==> config.mk <==
export PLATFORM = sky130hd
export DESIGN_NAME = subtractive_random_generator
export DESIGN_NICKNAME = d
export VERILOG_FILES = /design/src/sv/srg_pkg.sv /design/src/sv/subtractive_random_generator.sv /design/src/sv/srg_ctl.sv /design/src/sv/srg_dp.sv
export SDC_FILE = /design/constraint.sdc
export NUM_CORES = 2
export LEC_CHECK = 0
export BUFFER_PORTS_ARGS = -buffer_cell sky130_fd_sc_hd__buf_2
export CORE_ASPECT_RATIO = 0.7
export CORE_UTILIZATION = 55
export CTS_CLUSTER_SIZE = 25
export DETAILED_ROUTE_END_ITERATION = 8
export PLACE_DENSITY = 0.74
export SLEW_MARGIN = 0
export SYNTH_ARGS = -nofsm -noshare
export SYNTH_HDL_FRONTEND = slang
export SYNTH_SLANG_ARGS = --single-unit
==> constraint.sdc <==
create_clock -name clk -period 6.3 [get_ports clk]
set_input_delay 0.315 -clock clk [delete_from_list [all_inputs] [get_ports clk]]
set_output_delay 0.315 -clock clk [all_outputs]
set_load 0.01 [all_outputs]
==> src/sv/srg_pkg.sv <==
// Package for the subtractive random generator: constants, codes, control types, helpers.
package srg_pkg;

    // Field widths
    localparam int DATA_W  = 30;
    localparam int SEED_W  = 29;
    localparam int IDX_W   = 6;
    localparam int MAG_W   = 28;

    // Scheme constants
    localparam logic [DATA_W-1:0] RG_MOD     = 30'd1000000000;
    localparam logic [DATA_W-1:0] RG_MAX     = 30'd999999999;
    localparam logic [MAG_W-1:0]  SEED_MAX   = 28'd161803398;
    localparam logic [IDX_W-1:0]  LAG_LAST   = 6'd54;   // address of table word 55
    localparam logic [IDX_W-1:0]  FILL_STEP  = 6'd21;
    localparam logic [IDX_W-1:0]  LAG_LEN    = 6'd55;
    localparam logic [IDX_W-1:0]  MIX_OFFSET = 6'd31;   // address lag between mixed words
    localparam logic [IDX_W-1:0]  SECOND_START = 6'd31;
    localparam logic [IDX_W-1:0]  FILL_LAST  = 6'd53;   // 54 fill steps, counted from zero
    localparam logic [1:0]        PASS_LAST  = 2'd3;    // four mixing passes

    // Word select codes beyond the table
    localparam logic [IDX_W-1:0]  SEL_FIRST  = 6'd55;
    localparam logic [IDX_W-1:0]  SEL_SECOND = 6'd56;

    // Command codes
    typedef enum logic [1:0] {
        CMD_RESEED = 2'd0,
        CMD_DRAW   = 2'd1,
        CMD_READ   = 2'd2,
        CMD_WRITE  = 2'd3
    } srg_cmd_t;

    // Result kinds
    localparam logic KIND_RANDOM = 1'b0;
    localparam logic KIND_STATE  = 1'b1;

    // Controller states
    typedef enum logic [3:0] {
        ST_IDLE,
        ST_SEED_MAG,
        ST_SEED_INIT,
        ST_SEED_FILL,
        ST_MIX_RD,
        ST_MIX_WR,
        ST_DRAW_RD,
        ST_DRAW_WR,
        ST_READ_RD,
        ST_READ_OUT,
        ST_WRITE
    } srg_state_t;

    // Commands from controller to datapath
    typedef struct packed {
        logic cap;        // capture the accepted item
        logic mag_ld;     // load saturated seed magnitude
        logic fill_init;  // write word 55, set fill and mix pointers
        logic fill_step;  // one fill step
        logic mix_rd;     // read the two words of one mix step
        logic mix_wr;     // write the mixed word, advance pointers
        logic seed_done;  // set indices after reseed
        logic draw_rd;    // advance indices, read both words
        logic draw_wr;    // write the difference, load result
        logic read_rd;    // read the selected table word
        logic read_out;   // load the state word result
        logic wr;         // write the selected state word
    } srg_ctl_t;

    // Status from datapath to controller
    typedef struct packed {
        logic out_free;   // output register can take a result this cycle
    } srg_sts_t;

    // Difference modulo RG_MOD of two residues
    function automatic logic [DATA_W-1:0] sub_mod(input logic [DATA_W-1:0] a,
                                                  input logic [DATA_W-1:0] b);
        logic [DATA_W:0] d;
        logic [DATA_W:0] w;
        d = {1'b0, a} - {1'b0, b};
        w = d + {1'b0, RG_MOD};
        return d[DATA_W] ? w[DATA_W-1:0] : d[DATA_W-1:0];
    endfunction

endpackage

==> src/sv/subtractive_random_generator.sv <==
// Top level of the subtractive random generator: controller plus datapath.
//
//  channel | direction | handshake           | fields
//  --------+-----------+---------------------+---------------------------------
//  in      | input     | in_valid / in_stall | cmd, seed, word_index, word_value
//  out     | output    | out_valid/out_stall | data, kind
//
// One item at a time. A draw or a read registers the two-port table read in its read state,
// then loads the result register (subtract and write back for a draw) once the output
// register is free; a write completes in its write state. A reseed runs acceptance, the
// seed magnitude load, 55 table fills (word 55, then 54 steps), then 4 x 55 mix steps,
// each a read and then a write through the table port.
// Reset is asynchronous and clears the table valid bits, so the table reads zero.
// A stalled result holds the next draw or read in its final state.
module subtractive_random_generator (
    input  logic                               clk,
    input  logic                               rst_n,
    input  logic                               in_valid,
    output logic                               in_stall,
    input  logic [1:0]                         cmd,
    input  logic signed [srg_pkg::SEED_W-1:0]  seed,
    input  logic [srg_pkg::IDX_W-1:0]          word_index,
    input  logic [srg_pkg::DATA_W-1:0]         word_value,
    output logic                               out_valid,
    input  logic                               out_stall,
    output logic [srg_pkg::DATA_W-1:0]         data,
    output logic                               kind
);

    srg_pkg::srg_ctl_t ctl;
    srg_pkg::srg_sts_t sts;

    // Sequencer
    srg_ctl u_ctl (
        .clk      (clk),
        .rst_n    (rst_n),
        .in_valid (in_valid),
        .in_stall (in_stall),
        .cmd      (cmd),
        .sts      (sts),
        .ctl      (ctl)
    );

    // Table, indices and result register
    srg_dp u_dp (
        .clk        (clk),
        .rst_n      (rst_n),
        .ctl        (ctl),
        .sts        (sts),
        .seed       (seed),
        .word_index (word_index),
        .word_value (word_value),
        .out_valid  (out_valid),
        .out_stall  (out_stall),
        .data       (data),
        .kind       (kind)
    );

endmodule

==> src/sv/srg_ctl.sv <==
// Controller state machine for the subtractive random generator.
module srg_ctl (
    input  logic                clk,
    input  logic                rst_n,
    input  logic                in_valid,
    output logic                in_stall,
    input  logic [1:0]          cmd,
    input  srg_pkg::srg_sts_t   sts,
    output srg_pkg::srg_ctl_t   ctl
);

    srg_pkg::srg_state_t state_reg, state_next;
    srg_pkg::srg_cmd_t   cmd_reg, cmd_next;
    logic [5:0]          step_cnt_reg, step_cnt_next;
    logic [1:0]          pass_cnt_reg, pass_cnt_next;

    // State and counters
    always_ff @(posedge clk or negedge rst_n)
    begin
        if (!rst_n)
        begin
            state_reg    <= srg_pkg::ST_IDLE;
            cmd_reg      <= srg_pkg::CMD_RESEED;
            step_cnt_reg <= '0;
            pass_cnt_reg <= '0;
        end
        else
        begin
            state_reg    <= state_next;
            cmd_reg      <= cmd_next;
            step_cnt_reg <= step_cnt_next;
            pass_cnt_reg <= pass_cnt_next;
        end
    end

    // Next state and commands
    always_comb
    begin
        state_next    = state_reg;
        cmd_next      = cmd_reg;
        step_cnt_next = step_cnt_reg;
        pass_cnt_next = pass_cnt_reg;
        ctl           = '0;
        in_stall      = (state_reg != srg_pkg::ST_IDLE);

        case (state_reg)
            srg_pkg::ST_IDLE:
            begin
                if (in_valid)
                begin
                    ctl.cap  = 1'b1;
                    cmd_next = srg_pkg::srg_cmd_t'(cmd);
                    case (srg_pkg::srg_cmd_t'(cmd))
                        srg_pkg::CMD_RESEED: state_next = srg_pkg::ST_SEED_MAG;
                        srg_pkg::CMD_DRAW:   state_next = srg_pkg::ST_DRAW_RD;
                        srg_pkg::CMD_READ:   state_next = srg_pkg::ST_READ_RD;
                        srg_pkg::CMD_WRITE:  state_next = srg_pkg::ST_WRITE;
                        default:             state_next = srg_pkg::ST_IDLE;
                    endcase
                end
            end
            srg_pkg::ST_SEED_MAG:
            begin
                ctl.mag_ld = 1'b1;
                state_next = srg_pkg::ST_SEED_INIT;
            end
            srg_pkg::ST_SEED_INIT:
            begin
                ctl.fill_init = 1'b1;
                step_cnt_next = '0;
                state_next    = srg_pkg::ST_SEED_FILL;
            end
            srg_pkg::ST_SEED_FILL:
            begin
                ctl.fill_step = 1'b1;
                if (step_cnt_reg == srg_pkg::FILL_LAST)
                begin
                    step_cnt_next = '0;
                    pass_cnt_next = '0;
                    state_next    = srg_pkg::ST_MIX_RD;
                end
                else
                begin
                    step_cnt_next = step_cnt_reg + 6'd1;
                end
            end
            srg_pkg::ST_MIX_RD:
            begin
                ctl.mix_rd = 1'b1;
                state_next = srg_pkg::ST_MIX_WR;
            end
            srg_pkg::ST_MIX_WR:
            begin
                ctl.mix_wr = 1'b1;
                state_next = srg_pkg::ST_MIX_RD;
                if (step_cnt_reg == srg_pkg::LAG_LAST)
                begin
                    step_cnt_next = '0;
                    if (pass_cnt_reg == srg_pkg::PASS_LAST)
                    begin
                        ctl.seed_done = 1'b1;
                        state_next    = srg_pkg::ST_IDLE;
                    end
                    else
                    begin
                        pass_cnt_next = pass_cnt_reg + 2'd1;
                    end
                end
                else
                begin
                    step_cnt_next = step_cnt_reg + 6'd1;
                end
            end
            srg_pkg::ST_DRAW_RD:
            begin
                ctl.draw_rd = 1'b1;
                state_next  = srg_pkg::ST_DRAW_WR;
            end
            srg_pkg::ST_DRAW_WR:
            begin
                // hold until the output register is free
                if (sts.out_free)
                begin
                    ctl.draw_wr = 1'b1;
                    state_next  = srg_pkg::ST_IDLE;
                end
            end
            srg_pkg::ST_READ_RD:
            begin
                ctl.read_rd = 1'b1;
                state_next  = srg_pkg::ST_READ_OUT;
            end
            srg_pkg::ST_READ_OUT:
            begin
                if (sts.out_free)
                begin
                    ctl.read_out = 1'b1;
                    state_next   = srg_pkg::ST_IDLE;
                end
            end
            srg_pkg::ST_WRITE:
            begin
                ctl.wr     = (cmd_reg == srg_pkg::CMD_WRITE);
                state_next = srg_pkg::ST_IDLE;
            end
            default:
            begin
                state_next = srg_pkg::ST_IDLE;
            end
        endcase
    end

endmodule

==> src/sv/srg_dp.sv <==
// Datapath for the subtractive random generator: lag table, indices, seeding and output register.
module srg_dp (
    input  logic                        clk,
    input  logic                        rst_n,
    input  srg_pkg::srg_ctl_t           ctl,
    output srg_pkg::srg_sts_t           sts,
    input  logic signed [srg_pkg::SEED_W-1:0] seed,
    input  logic [srg_pkg::IDX_W-1:0]   word_index,
    input  logic [srg_pkg::DATA_W-1:0]  word_value,
    output logic                        out_valid,
    input  logic                        out_stall,
    output logic [srg_pkg::DATA_W-1:0]  data,
    output logic                        kind
);

    localparam int DW = srg_pkg::DATA_W;
    localparam int IW = srg_pkg::IDX_W;
    localparam int NW = 55;

    // Lag table and its valid bits
    logic [DW-1:0]   lag_mem [0:NW-1];
    logic [NW-1:0]   lag_vld_reg;

    // Captured item
    logic [srg_pkg::SEED_W-1:0] seed_reg;
    logic [IW-1:0]   idx_reg;
    logic [DW-1:0]   val_reg;

    // Indices and sequencing pointers
    logic [IW-1:0]   first_reg, first_next;
    logic [IW-1:0]   second_reg, second_next;
    logic [IW-1:0]   pos_reg, pos_next;
    logic [IW-1:0]   ak_reg, ak_next;
    logic [IW-1:0]   bk_reg, bk_next;
    logic [srg_pkg::MAG_W-1:0] mag_reg;
    logic [DW-1:0]   mj_reg, mj_next;
    logic [DW-1:0]   mk_reg, mk_next;

    // Read port registers
    logic [DW-1:0]   mem_a_reg, mem_b_reg;
    logic            vld_a_reg, vld_b_reg;
    logic [DW-1:0]   rd_a, rd_b;

    // Output register
    logic            out_valid_reg;
    logic [DW-1:0]   data_reg;
    logic            kind_reg;

    // Combinational helpers
    logic [srg_pkg::SEED_W-1:0] seed_abs;
    logic [srg_pkg::MAG_W-1:0]  mag_sat;
    logic [srg_pkg::MAG_W-1:0]  mj_init;
    logic [IW-1:0]   draw_a, draw_b;
    logic [IW:0]     pos_sum;
    logic [DW-1:0]   diff;
    logic            rd_en;
    logic [IW-1:0]   rd_addr_a, rd_addr_b;
    logic            we;
    logic [IW-1:0]   wa;
    logic [DW-1:0]   wd;
    logic [DW-1:0]   state_word;

    // Seed magnitude, saturated
    always_comb
    begin
        seed_abs = seed_reg[srg_pkg::SEED_W-1] ? (~seed_reg + 29'd1) : seed_reg;
        mag_sat  = (seed_abs > {1'b0, srg_pkg::SEED_MAX}) ? srg_pkg::SEED_MAX
                                                          : seed_abs[srg_pkg::MAG_W-1:0];
        mj_init  = srg_pkg::SEED_MAX - mag_reg;
    end

    // Read data, unwritten entries read as zero
    assign rd_a = vld_a_reg ? mem_a_reg : '0;
    assign rd_b = vld_b_reg ? mem_b_reg : '0;
    assign diff = srg_pkg::sub_mod(rd_a, rd_b);

    // Draw addresses: index advances over 1..55, address is index minus one
    assign draw_a = (first_reg >= srg_pkg::LAG_LEN) ? '0 : first_reg;
    assign draw_b = (second_reg >= srg_pkg::LAG_LEN) ? '0 : second_reg;

    // Read address select
    always_comb
    begin
        rd_en     = ctl.mix_rd | ctl.draw_rd | ctl.read_rd;
        rd_addr_a = idx_reg;
        rd_addr_b = bk_reg;
        if (ctl.mix_rd)
        begin
            rd_addr_a = ak_reg;
            rd_addr_b = bk_reg;
        end
        else if (ctl.draw_rd)
        begin
            rd_addr_a = draw_a;
            rd_addr_b = draw_b;
        end
        else if (idx_reg >= srg_pkg::LAG_LEN)
        begin
            rd_addr_a = '0;
        end
    end

    // Write port select
    always_comb
    begin
        we = 1'b0;
        wa = ak_reg;
        wd = diff;
        if (ctl.fill_init)
        begin
            we = 1'b1;
            wa = srg_pkg::LAG_LAST;
            wd = {{(DW-srg_pkg::MAG_W){1'b0}}, mj_init};
        end
        else if (ctl.fill_step)
        begin
            we = 1'b1;
            wa = pos_reg - 6'd1;
            wd = mk_reg;
        end
        else if (ctl.mix_wr)
        begin
            we = 1'b1;
            wa = ak_reg;
            wd = diff;
        end
        else if (ctl.draw_wr)
        begin
            we = 1'b1;
            wa = first_reg - 6'd1;
            wd = diff;
        end
        else if (ctl.wr && (idx_reg < srg_pkg::LAG_LEN))
        begin
            we = 1'b1;
            wa = idx_reg;
            wd = (val_reg > srg_pkg::RG_MAX) ? srg_pkg::RG_MAX : val_reg;
        end
    end

    // Table memory
    always_ff @(posedge clk)
    begin
        if (we)
        begin
            lag_mem[wa] <= wd;
        end
        if (rd_en)
        begin
            mem_a_reg <= lag_mem[rd_addr_a];
            mem_b_reg <= lag_mem[rd_addr_b];
        end
    end

    // Valid bits and their read registers
    always_ff @(posedge clk or negedge rst_n)
    begin
        if (!rst_n)
        begin
            lag_vld_reg <= '0;
            vld_a_reg   <= 1'b0;
            vld_b_reg   <= 1'b0;
        end
        else
        begin
            if (we)
            begin
                lag_vld_reg[wa] <= 1'b1;
            end
            if (rd_en)
            begin
                vld_a_reg <= lag_vld_reg[rd_addr_a];
                vld_b_reg <= lag_vld_reg[rd_addr_b];
            end
        end
    end

    // Item capture and seeding registers
    always_ff @(posedge clk)
    begin
        if (ctl.cap)
        begin
            seed_reg <= seed;
            idx_reg  <= word_index;
            val_reg  <= word_value;
        end
        if (ctl.mag_ld)
        begin
            mag_reg <= mag_sat;
        end
        pos_reg <= pos_next;
        ak_reg  <= ak_next;
        bk_reg  <= bk_next;
        mj_reg  <= mj_next;
        mk_reg  <= mk_next;
    end

    // Fill and mix pointer updates
    always_comb
    begin
        pos_next = pos_reg;
        ak_next  = ak_reg;
        bk_next  = bk_reg;
        mj_next  = mj_reg;
        mk_next  = mk_reg;
        pos_sum  = {1'b0, pos_reg} + {1'b0, srg_pkg::FILL_STEP};
        if (ctl.fill_init)
        begin
            pos_next = srg_pkg::FILL_STEP;
            ak_next  = '0;
            bk_next  = srg_pkg::MIX_OFFSET;
            mj_next  = {{(DW-srg_pkg::MAG_W){1'b0}}, mj_init};
            mk_next  = {{(DW-1){1'b0}}, 1'b1};
        end
        else if (ctl.fill_step)
        begin
            pos_next = (pos_sum >= {1'b0, srg_pkg::LAG_LEN})
                       ? IW'(pos_sum - {1'b0, srg_pkg::LAG_LEN}) : pos_sum[IW-1:0];
            mk_next  = srg_pkg::sub_mod(mj_reg, mk_reg);
            mj_next  = mk_reg;
        end
        else if (ctl.mix_wr)
        begin
            ak_next = (ak_reg == srg_pkg::LAG_LAST) ? '0 : ak_reg + 6'd1;
            bk_next = (bk_reg == srg_pkg::LAG_LAST) ? '0 : bk_reg + 6'd1;
        end
    end

    // Index registers
    always_comb
    begin
        first_next  = first_reg;
        second_next = second_reg;
        if (ctl.seed_done)
        begin
            first_next  = '0;
            second_next = srg_pkg::SECOND_START;
        end
        else if (ctl.draw_rd)
        begin
            first_next  = draw_a + 6'd1;
            second_next = draw_b + 6'd1;
        end
        else if (ctl.wr && (idx_reg == srg_pkg::SEL_FIRST))
        begin
            first_next = (val_reg > 30'd55) ? srg_pkg::LAG_LEN : val_reg[IW-1:0];
        end
        else if (ctl.wr && (idx_reg == srg_pkg::SEL_SECOND))
        begin
            second_next = (val_reg > 30'd55) ? srg_pkg::LAG_LEN : val_reg[IW-1:0];
        end
    end

    always_ff @(posedge clk or negedge rst_n)
    begin
        if (!rst_n)
        begin
            first_reg  <= '0;
            second_reg <= '0;
        end
        else
        begin
            first_reg  <= first_next;
            second_reg <= second_next;
        end
    end

    // State word for a read
    always_comb
    begin
        if (idx_reg < srg_pkg::LAG_LEN)
        begin
            state_word = rd_a;
        end
        else if (idx_reg == srg_pkg::SEL_FIRST)
        begin
            state_word = {{(DW-IW){1'b0}}, first_reg};
        end
        else if (idx_reg == srg_pkg::SEL_SECOND)
        begin
            state_word = {{(DW-IW){1'b0}}, second_reg};
        end
        else
        begin
            state_word = '0;
        end
    end

    // Output register
    always_ff @(posedge clk or negedge rst_n)
    begin
        if (!rst_n)
        begin
            out_valid_reg <= 1'b0;
        end
        else if (ctl.draw_wr || ctl.read_out)
        begin
            out_valid_reg <= 1'b1;
        end
        else if (!out_stall)
        begin
            out_valid_reg <= 1'b0;
        end
    end

    always_ff @(posedge clk)
    begin
        if (ctl.draw_wr)
        begin
            data_reg <= diff;
            kind_reg <= srg_pkg::KIND_RANDOM;
        end
        else if (ctl.read_out)
        begin
            data_reg <= state_word;
            kind_reg <= srg_pkg::KIND_STATE;
        end
    end

    assign sts.out_free = !out_valid_reg || !out_stall;
    assign out_valid    = out_valid_reg;
    assign data         = data_reg;
    assign kind         = kind_reg;

endmodule
==> impl_metrics.csv <==
group,metric,value,unit
setup_path,crit_buf_inv,3,
synth,ys.flop_type,"edfxtp_1",
synth,ys_async_sr_fraction,4.208,%
finish,final_area,0.1117,mm2
hold_path,hold_class,"input port to register",
placed_design,place_congestion,0.9901,
clock_tree,cts_made_buffers,183,
timing,drv_slew,0,
timing,timing.fmax,179.7,MHz
timing,min_period,5566,ps
synth,syn_area_per_cell,11.58,um2
finish,layout_common_cells,"nand2_1 (2209), edfxtp_1 (1861), nand3_1 (977)",
clock_tree,htreeDepth,4,
floorplanning,num_rows,130,
setup_path,cp.arrival,6120,ps
detailed_routing,drt_pass1_iterations,7,
timing,fin_ws,734.2,ps
finish,largest_reg_flops,1650,
synth,synth_xor_area_share,1.390,%
detailed_routing,routed_wl,357.5,mm
timing,hold_ws,168.0,ps
detailed_routing,antenna_left,0,
synth,synth-edff-count,1861,
floorplanning,ios,104,
synth,synth_compound_area_share,8.504,%
synth,synth_area,0.1002,mm2
clock_tree,cts_resized,0,
setup_path,start_kind,"register",
detailed_routing,via_per_inst,7.106,
timing,slew-limit-headroom,1.408,%
clock_tree,clock-sinks,1996,
clock_tree,clock_latency,870,ps
synth,synth_warnings,0,
clock_tree,cts.clk_slew.worst_paths,70,ps
detailed_routing,drt_iter0_markers,15890,
placed_design,placed_cell_area,0.1050,mm2
grt,grt_overflow,0,
timing,rsz0062_at_grt,"no",
floorplanning,start_util,55.59,%
setup_path,crit_slowest_cell,"o311ai_1",
synth,ys_seq_area_share,58.89,%
clock_tree,clock-root-buffer,"clkbuf_16",
grt,grt_use_total,38.25,%
timing,tns,0,ps
detailed_routing,vias,79580,
timing,fin_skew,50.62,ps
synth,synthSimpleGateAreaFrac,17.24,%
status,status,"completed",
clock_tree,cts_tree,"built",
run,maxCapViolCount,0,
setup_path,crit_family,"compound AO/OA/AOI/OAI gates",
synth,synthMuxAreaShare,10.09,%
floorplanning,coreArea,0.1802,mm2
placed_design,port_buffers,103,
setup_path,cp_cell_sequence,"buf_4, nand2_1, inv_1, fa_1, nor2b_1, o2111ai_1, a21oi_1, a21boi_0, xnor2_1, a221oi_2, a221oi_2, o311ai_1, nand3_1, xnor2_1, a221oi_4, buf_4",
clock_tree,cts_buffer_depth,3,
detailed_routing,post-route-drc-count,0,
synth,synth_fa_ha_area_share,1.076,%
floorplanning,dieArea,0.1839,mm2
finish,fillers,13480,
setup_path,r2r_setup_slack,730,ps
synth,ys_ff_latch,1996,
grt,antenna_found_initial,36,
detailed_routing,wire_per_inst,31.92,um
finish,synthToLayoutAreaGrowth,11.48,%
timing,post-route-period-util,88.35,%
placed_design,dpl_worst_slack,1011,ps
synth,yosysUniqueCellTypes,98,
floorplanning,die_y,359.1,um
setup_path,cp.required,6850,ps
finish,layout_commonest_cell,"nand2_1",
setup_path,criticalPathCategory,"register to register",
grt,grt_max_degree,144,
setup_path,endpoint_kind,"register",
placed_design,dp_hpwl,219.8,mm
timing,tightest_slew,1472,ps
synth,mappedNetlistNets,8810,
finish,drive_gt1_share,14.68,%
grt,first_global_vias,74360,
floorplanning,fp.dieW,512.1,um
timing,setup_violations,0,
finish,nets,8821,
setup_path,worstPathMaxFanout,55,
synth,synth_top_family_by_area,"simple AND/OR/NAND/NOR gates",
timing,final_hold_viol_count,0,
synth,synthCells,8654,
grt,grt_pass1_wl,512.2,mm
setup_path,max_stage_delay,570,ps
[logic make-up after synthesis]
group / Yosys count
AND/OR/NAND/NOR: 3959
multiplexers: 473
XOR/XNOR: 159
AO/OA/AOI/OAI: 1272
flip-flops: 1996
buffers and inverters: 710
adder cells (fa/ha/maj): 85
[through the flow]
step	utilization (%)	instances
after global routing	61.96	11190
after floorplan	-	8654
after detailed placement	58.29	10780
after global placement	58.29	10780
after CTS	61.95	11190
final	61.97	11200
[Yosys cell counts, types with 8 or more instances]
library cell | instances | share of area, %
a21o_1 | 40 | 0.30
nor4_1 | 11 | 0.069
nand3_1 | 979 | 4.9
nor3b_1 | 10 | 0.075
a22oi_1 | 11 | 0.082
nor2b_1 | 23 | 0.14
ha_1 | 83 | 1.0
and2_1 | 77 | 0.48
o21ai_1 | 29 | 0.14
o21ai_0 | 268 | 1.3
o211ai_1 | 55 | 0.41
nand4_1 | 15 | 0.094
buf_1 | 87 | 0.33
nand2b_1 | 25 | 0.16
o22ai_1 | 18 | 0.11
or2_2 | 65 | 0.41
nor3_1 | 47 | 0.23
a21oi_1 | 248 | 1.2
a211o_1 | 13 | 0.11
dfrtp_1 | 84 | 2.1
and3_1 | 115 | 0.72
xor2_1 | 72 | 0.63
o31ai_1 | 30 | 0.22
edfxtp_1 | 1861 | 56
a31oi_1 | 126 | 0.79
mux2i_1 | 39 | 0.39
a221o_1 | 9 | 0.090
dfxtp_1 | 51 | 1.0
buf_2 | 96 | 0.48
nor2_1 | 313 | 1.2
a21boi_0 | 8 | 0.060
xnor2_1 | 87 | 0.76
or3_1 | 29 | 0.18
inv_1 | 67 | 0.25
nand2_1 | 2213 | 8.3
o21a_1 | 25 | 0.19
a311oi_1 | 204 | 1.8
clkbuf_1 | 453 | 1.7
mux4_2 | 429 | 9.6
a211oi_1 | 88 | 0.66
[final cells by class]
type / instances / area, um2 / share of cell area [%]
diodes: 10 / 25.02 / 0.02240
clock buffers: 232 / 4974 / 4.453
clock inverters: 101 / 904.6 / 0.8099
inverters: 67 / 251.5 / 0.2252
multi-input cells: 5948 / 39230 / 35.12
flip-flops and latches: 1996 / 59010 / 52.83
well taps: 2376 / 2973 / 2.662
repair buffers: 469 / 4328 / 3.875
[worst register-to-register path: stages (launching register included)]
cell	delay, ps
dfrtp_1	400
buf_4	260
nand2_1	150
inv_1	70
fa_1	440
nor2b_1	190
o2111ai_1	230
a21oi_1	450
a21boi_0	280
xnor2_1	290
a221oi_2	400
a221oi_2	160
o311ai_1	570
nand3_1	220
xnor2_1	240
a221oi_4	300
buf_4	550
[repair_timing]
item | 4_1_cts | 5_1_grt
endpoints found under the hold margin | 91 | 0
hold buffers | 73 | 0
endpoints found under the setup margin | 0 | 0
buffers inserted | 0 | 0
[per-layer routing]
layer  vias to the layer above  global-route usage (%)  part of all wire [%]
met5                         -                  0.4652                  0.16
li1                      32390                       -                     -
met2                      7519                   50.56                    40
met1                     38370                   52.64                    35
met3                      1270                   18.72                    20
met4                        40                   17.37                   5.2
[final timing paths]
| path | start | endpoint | depth (start not counted) |
|---|---|---|---|
| worst max-delay path | u_dp.vld_b_reg$_DFFE_PN0P_ | u_dp.lag_mem[8][29]$_DFFE_PP_ | 16 |
| worst min-delay path | word_value[18] | u_dp.val_reg[18]$_DFFE_PP_ | 2 |
| worst max register to register | u_dp.vld_b_reg$_DFFE_PN0P_ | u_dp.lag_mem[8][29]$_DFFE_PP_ | 16 |
| max in group asynchronous | rst_n | u_dp.second_reg[2]$_DFFE_PN0P_ | 3 |
| worst min register to register | u_dp.mj_reg[29]$_SDFFE_PP0P_ | u_dp.mj_reg[29]$_SDFFE_PP0P_ | 2 |
| min in group asynchronous | rst_n | u_ctl.state_reg[1]$_DFFE_PN0P_ | 3 |
Power is left out: the tool's default activity adds up to more than one toggle a clock period on the data nets, which glitch-free logic cannot reach.
